## src/hw/rtl/sls_pkg.sv

```systemverilog
// Shared types and constants for the scrolling LED column scanner.
`default_nettype none

package sls_pkg;

    localparam int MATRIX_COLUMNS = 32;
    localparam int STORE_DEPTH    = 1024;
    localparam int STORE_AW       = $clog2(STORE_DEPTH);
    localparam int POS_W          = 10;
    localparam int COUNT_W        = 6;
    localparam int PHASE_W        = 3;
    localparam int ROW_W          = 8;
    localparam int WIN_W          = POS_W + 1;

    localparam logic [PHASE_W-1:0] PHASE_DRIVE = 3'd1;
    localparam logic [PHASE_W-1:0] PHASE_BLANK = 3'd4;
    localparam logic [PHASE_W-1:0] PHASE_LAST  = 3'd5;

    typedef enum logic [1:0] {
        FUNC_TICK   = 2'd0,
        FUNC_WRITE  = 2'd1,
        FUNC_SCROLL = 2'd2,
        FUNC_END    = 2'd3
    } sls_func_t;

    typedef struct packed {
        logic drive;
        logic blank;
        logic clock_level;
        logic reset_pulse;
        logic new_message;
    } sls_flags_t;

endpackage

`default_nettype wire

```

## src/hw/rtl/sls_ctrl.sv

```systemverilog
// Phase sequencer, column counter and scroll window state.
`default_nettype none

module sls_ctrl (
    input  wire logic                         clk,
    input  wire logic                         rst_n,
    input  wire logic                         accept,
    input  wire logic [1:0]                   func,
    input  wire logic [sls_pkg::POS_W-1:0]    end_position,
    output logic      [sls_pkg::STORE_AW-1:0] rd_addr,
    output sls_pkg::sls_flags_t               flags
);
    import sls_pkg::*;

    logic [PHASE_W-1:0] phase_reg;
    logic [PHASE_W-1:0] phase_next;
    logic [PHASE_W-1:0] phase_inc;
    logic [COUNT_W-1:0] column_count_reg;
    logic [COUNT_W-1:0] column_count_next;
    logic [POS_W-1:0]   scroll_start_reg;
    logic [POS_W-1:0]   scroll_start_next;
    logic [POS_W-1:0]   start_inc;
    logic               scroll_pending_reg;
    logic               scroll_pending_next;
    logic [POS_W-1:0]   restart_reg;
    logic [POS_W-1:0]   restart_next;
    logic               clock_level_reg;
    logic               clock_level_next;
    logic [POS_W-1:0]   read_pos;

    assign phase_inc = phase_reg + PHASE_W'(1);
    assign start_inc = scroll_start_reg + POS_W'(1);
    assign read_pos  = scroll_start_reg + POS_W'(column_count_reg);
    assign rd_addr   = read_pos[STORE_AW-1:0];

    always_comb
    begin
        phase_next          = phase_reg;
        column_count_next   = column_count_reg;
        scroll_start_next   = scroll_start_reg;
        scroll_pending_next = scroll_pending_reg;
        restart_next        = restart_reg;
        clock_level_next    = clock_level_reg;
        flags               = '0;
        if (accept)
        begin
            unique case (sls_func_t'(func))
                FUNC_TICK:
                begin
                    phase_next = phase_inc;
                    if (phase_inc == PHASE_DRIVE)
                    begin
                        clock_level_next  = 1'b1;
                        flags.drive       = 1'b1;
                        column_count_next = column_count_reg + COUNT_W'(1);
                    end
                    else if (phase_inc == PHASE_BLANK)
                    begin
                        clock_level_next = 1'b0;
                        flags.blank      = 1'b1;
                    end
                    else if (phase_inc == PHASE_LAST)
                    begin
                        phase_next = '0;
                        if (column_count_reg == COUNT_W'(MATRIX_COLUMNS))
                        begin
                            flags.reset_pulse = 1'b1;
                            clock_level_next  = 1'b0;
                            column_count_next = '0;
                            if (scroll_pending_reg)
                            begin
                                scroll_pending_next = 1'b0;
                                // window end compared without wrap
                                if ({1'b0, start_inc} + WIN_W'(MATRIX_COLUMNS)
                                    == {1'b0, restart_reg})
                                begin
                                    scroll_start_next = '0;
                                    flags.new_message = 1'b1;
                                end
                                else
                                begin
                                    scroll_start_next = start_inc;
                                end
                            end
                        end
                    end
                end
                FUNC_WRITE:
                begin
                end
                FUNC_SCROLL:
                begin
                    scroll_pending_next = 1'b1;
                end
                FUNC_END:
                begin
                    restart_next = end_position;
                end
                default:
                begin
                end
            endcase
        end
        flags.clock_level = clock_level_next;
    end

    always_ff @(posedge clk or negedge rst_n)
    begin
        if (!rst_n)
        begin
            phase_reg          <= '0;
            column_count_reg   <= '0;
            scroll_start_reg   <= '0;
            scroll_pending_reg <= 1'b0;
            restart_reg        <= '0;
            clock_level_reg    <= 1'b0;
        end
        else
        begin
            phase_reg          <= phase_next;
            column_count_reg   <= column_count_next;
            scroll_start_reg   <= scroll_start_next;
            scroll_pending_reg <= scroll_pending_next;
            restart_reg        <= restart_next;
            clock_level_reg    <= clock_level_next;
        end
    end

endmodule

`default_nettype wire

```

## config.mk

```make
export PLATFORM = sky130hd
export DESIGN_NAME = sls_ctrl
export DESIGN_NICKNAME = d
export VERILOG_FILES = /design/src/hw/rtl/sls_pkg.sv /design/src/hw/rtl/sls_ctrl.sv
export SDC_FILE = /design/constraint.sdc
export NUM_CORES = 1
export LEC_CHECK = 0
export ABC_AREA = 1
export CAP_MARGIN = 10
export CORE_UTILIZATION = 58
export CTS_BUF_LIST = sky130_fd_sc_hd__clkbuf_8
export CTS_CLUSTER_DIAMETER = 100
export DETAILED_ROUTE_END_ITERATION = 12
export DONT_BUFFER_PORTS = 1
export PLACE_DENSITY = 0.78
export SYNTH_ARGS = -nofsm -noshare
export SYNTH_HDL_FRONTEND = slang
export SYNTH_SLANG_ARGS = --single-unit
export TNS_END_PERCENT = 5
```

## constraint.sdc

```tcl
create_clock -name clk -period 6.78 [get_ports clk]
set_clock_uncertainty 0.1 [all_clocks]
set_input_delay 1.017 -clock clk [delete_from_list [all_inputs] [get_ports clk]]
set_output_delay 1.017 -clock clk [all_outputs]
set_load 0.02 [all_outputs]
```

### After elaboration in Yosys (flattened, before gate mapping)

Cells that the tools add are included.

| storage, ports and cells | value |
|---|---|
| input bits | 15 |
| output and inout bits | 15 |
| register bits after elaboration | 31 |

| operators by class | value |
|---|---|
| reduce and logical (&&, ||, !) cells | 9 |
| bitwise gates (word level) | 2 |
| muxes and demuxes | 32 |
| add/sub/neg operators | 5 |
| equality and inequality tests | 12 |

Operators with widths:

| operator | number |
|---|---|
| two-way mux 6 bit | 4 |
| two-way mux 2 bit | 8 |
| two-way mux 1 bit | 15 |
| adder 10 x 6 -> 11 bit, second input constant | 1 |
| equality test 11 x 10 -> 1 bit | 1 |
| adder 10 x 1 -> 10 bit, second input constant | 1 |
| adder 10 x 6 -> 10 bit | 1 |
| two-way mux 10 bit | 1 |
| != test 2 bit, second input constant | 5 |
| two-way mux 3 bit | 3 |
| AND reduction 7 bit | 1 |
| adder 6 x 1 -> 6 bit, second input constant | 1 |
| equality test 3 bit, second input constant | 2 |
| equality test 6 bit, second input constant | 1 |
| AND reduction 6 bit | 1 |
| nonzero test 2 bit | 3 |
| AND reduction 5 bit | 1 |
| equality test 2 bit, second input constant | 2 |
| AND reduction 2 bit | 2 |
| adder 3 x 1 -> 3 bit, second input constant | 1 |
| equality test 3 x 1 -> 1 bit, second input constant | 1 |
| logical NOT 2 bit | 1 |
| inverter 1 bit | 2 |
| case mux 1 bit (2 select lines) | 1 |

### Logic depth before layout (Yosys ltp)

| depth | value |
|---|---|
| depth after elaboration | 11 |
| depth in mapped cells | 18 |
| mapped depth without buffers | 17 |

### Worst setup path after synthesis

OpenSTA, ideal clock, no wires.

| path | value |
|---|---|
| kind | register -> output |
| from | register scroll_start_reg[0] |
| to | output port flags[0] in the netlist's numbering |
| path slack | 3,311 ps |
| arrival time | 2,352 ps |
| buffers on the path | 1 |
| cell stages (with the launch flop) | 17 |
| cell sequence | dfrtp_1 ha_1 nand2_1 o21ai_0 nand2_1 inv_1 ha_1 xnor2_1 nand3_1 nor2_1 nand2_1 nor2_1 nand2_1 nor2_2 nand3_2 buf_6 nor2_2 |

RTL lines:

| item | line | source |
|---|---|---|
| from (decl) | sls_ctrl.sv:20 | `logic [POS_W-1:0] scroll_start_reg;` |
| from (signal assigned) | sls_ctrl.sv:122 | `scroll_start_reg <= scroll_start_next;` |
| to (decl) | sls_ctrl.sv:11 | `output sls_pkg::sls_flags_t flags` |

==> impl_results.md <==
- WS Path Type: register to primary output
- Post-DR vias/cell: 5.17
- Status: finished clean
- Layout net count: 341
- Area of the multi-input gates: 1290 um^2
- # resized after CTS: 0
- Net Count, Synth: 339
- N_diodes: 0
- Final slew viol count: 0
- Row Count: 22
- Final number of setup-violating endpoints: 0
- CTS buffer count: 5
- CTS root buf: clkbuf_8
- EDFF count, synth: 0
- Initial Util: 61.0%
- RD Place Congestion: 0.808
- Total track usage: 22.6%
- CTS tree: done
- Sequential share of the synthesized area: 34.2%
- Synth Cell Area: 2270 um^2
- First-pass GRT wire length: 7.26 mm
- Leak: 1.22 nW
- Layout cells sized above 1: 12.8%
- Number of max-cap violations: 0
- Routed WL: 4.22 mm
- Die area: 4160 um^2
- Die W: 64.5 um
- Worst-path clk slew: 0.07 ns
- Post-Route Setup TNS: 0 ns
- Max clock buf depth: 2
- Avg Cell Area, Syn: 7.33 um^2
- Vias: 1860
- CP required: 5.66 ns
- Crit path max fanout: 11
- Place WS: 2.92 ns
- Max H-tree Level: 2
- Fin. Hold Viols: 0
- Crit path launch type: register
- Flop2flop setup slack: 3.94 ns
- RSZ-0062 raised after global routing: false
- Most frequent cells in the layout: nand2_1 (78), inv_1 (46), nor2_1 (31), dfrtp_1 (31), nand2_2 (21)
- Antenna-violating nets left: 0
- Cell Pwr Density: 236 nW/um^2
- I/O Buffers: 0
- Synth-to-layout area growth: 4.86%
- Post-route setup slack: 2.63 ns
- Register area: 776 um^2
- Unique masters post-synth: 30
- # fillers: 344
- Core area: 3720 um^2
- HPWL after DPL: 3.29 mm
- Cts hold-fix bufs: 0
- Later-pin clock latency in the skew report: 0.28 ns
- CP endpoint kind: primary output
- Residual DRC: 0
- Max VDD drop: 0.146 mV
- Max Clk Rate: 241 MHz
- Commonest non-fill, non-tap cell in the layout: nand2_1
- Ports: 30
- Post-route clock period utilization: 61.2%
- Vias in the first global route: 1652
- Cells after Synth: 309
- Total global routing overflow: 0
- Flops & latches, synth: 31
- Clock period minus worst slack: 4.15 ns
- Slew HR: 47.8%
- Iteration-0 DRC count of the detailed router: 116
- Die Height: 64.5 um
- Worst hold-check path type: input port to async pin
- Largest net degree at the start of global routing: 32
- Worst-Margin Slew: 0.780 ns
- Crit path DAT: 3.03 ns
- Dominant synthesized flop cell: dfrtp_1
- Synth warn: 0
- Asr flop ratio synth: 100%
- Clk sinks: 31
- Initial antenna violation count: 0
- Drt first pass iters: 6
- Drt wl/cell: 11.7 um
- Setup Fix Bufs, Post-CTS: 0
-- synth_stat cells, types with 2 or more instances --
master / instances / area share [%]
a21oi_1: 12 / 2.7
clkbuf_1: 2 / 0.33
dfrtp_1: 31 / 34
ha_1: 14 / 7.7
inv_1: 44 / 7.3
mux2_2: 5 / 2.5
nand2_1: 78 / 13
nand2_2: 21 / 5.8
nand3_1: 18 / 4.0
nand4_1: 6 / 1.7
nor2_1: 31 / 5.1
nor2_2: 2 / 0.55
nor2_4: 3 / 1.5
nor3_1: 3 / 0.66
o21ai_0: 11 / 2.4
xnor2_1: 5 / 1.9
xor2_1: 10 / 3.9
-- per-stage QoR --
stage	area (um^2)	hold WS (ns)	power [mW]	instances	utilization [%]
2_1_floorplan	2270	0.373	0.398	309	-
3_3_place_gp	2290	0.401	0.421	352	61.8
3_5_place_dp	2290	0.406	0.428	352	61.8
4_1_cts	2380	0.321	0.565	360	63.9
5_1_grt	2380	0.315	0.601	360	63.9
6_report	2380	0.326	0.560	360	63.9
-- power by group --
part	switching (mW)	total (mW)	internal [mW]
Clock	0.0670	0.136	0.0689
Sequential	0.0344	0.255	0.221
Combinational	0.108	0.168	0.0608
-- final timing paths --
check,from,end,cells past startpoint
worst max-delay path,scroll_start_reg[0],flags[0],15
worst min-delay path,rst_n,column_count_reg[2],0
worst max register to register,scroll_start_reg[0],scroll_start_reg[8],16
max in group asynchronous,rst_n,restart_reg[9],0
worst min register to register,scroll_start_reg[9],scroll_start_reg[9],2
min in group clk,scroll_start_reg[9],scroll_start_reg[9],2
-- cells by family (layout without fill, tap and decap cells) --
family,Yosys count,count (layout),synth area share [%]
adders and majority gates,15,15,8.61
AOI/OAI and AO/OA,28,28,6.74
muxes,5,5,2.48
xor gates and xnor gates,15,15,5.80
buffers and inverters,50,53,8.83
and+or+nand+nor,165,165,33.3
DFF,31,31,34.2
-- critical path, cell delays in order, from the launching register on --
cell and delay [ns]:
dfrtp_1 0.45, ha_1 0.26, nand2_1 0.19, o21ai_0 0.12, nand2_1 0.14, inv_1 0.06
ha_1 0.28, xnor2_1 0.16, nand3_1 0.09, nor2_1 0.10, nand2_1 0.05, nor2_1 0.09
nand2_1 0.06, nor2_2 0.08, nand3_2 0.28, nor2_2 0.32
-- layout make-up --
class / count / share of cell area (%)
multi-input cells: 228 / 54.3
flip-flops and latches: 31 / 32.6
inverters: 45 / 7.11
clock buffers: 5 / 2.90
well taps: 48 / 2.53
clock inverters: 3 / 0.527
-- metal layers --
layer / up-vias / track usage [%] / part of all wire, %
li1: 972 / - / -
met1: 837 / 31.6 / 51
met2: 44 / 35.1 / 43
met3: 7 / 4.40 / 4.7
met4: 0 / 7.22 / 1.4
met5: - / 0 / 0
Power figures use the tool's default switching activity.
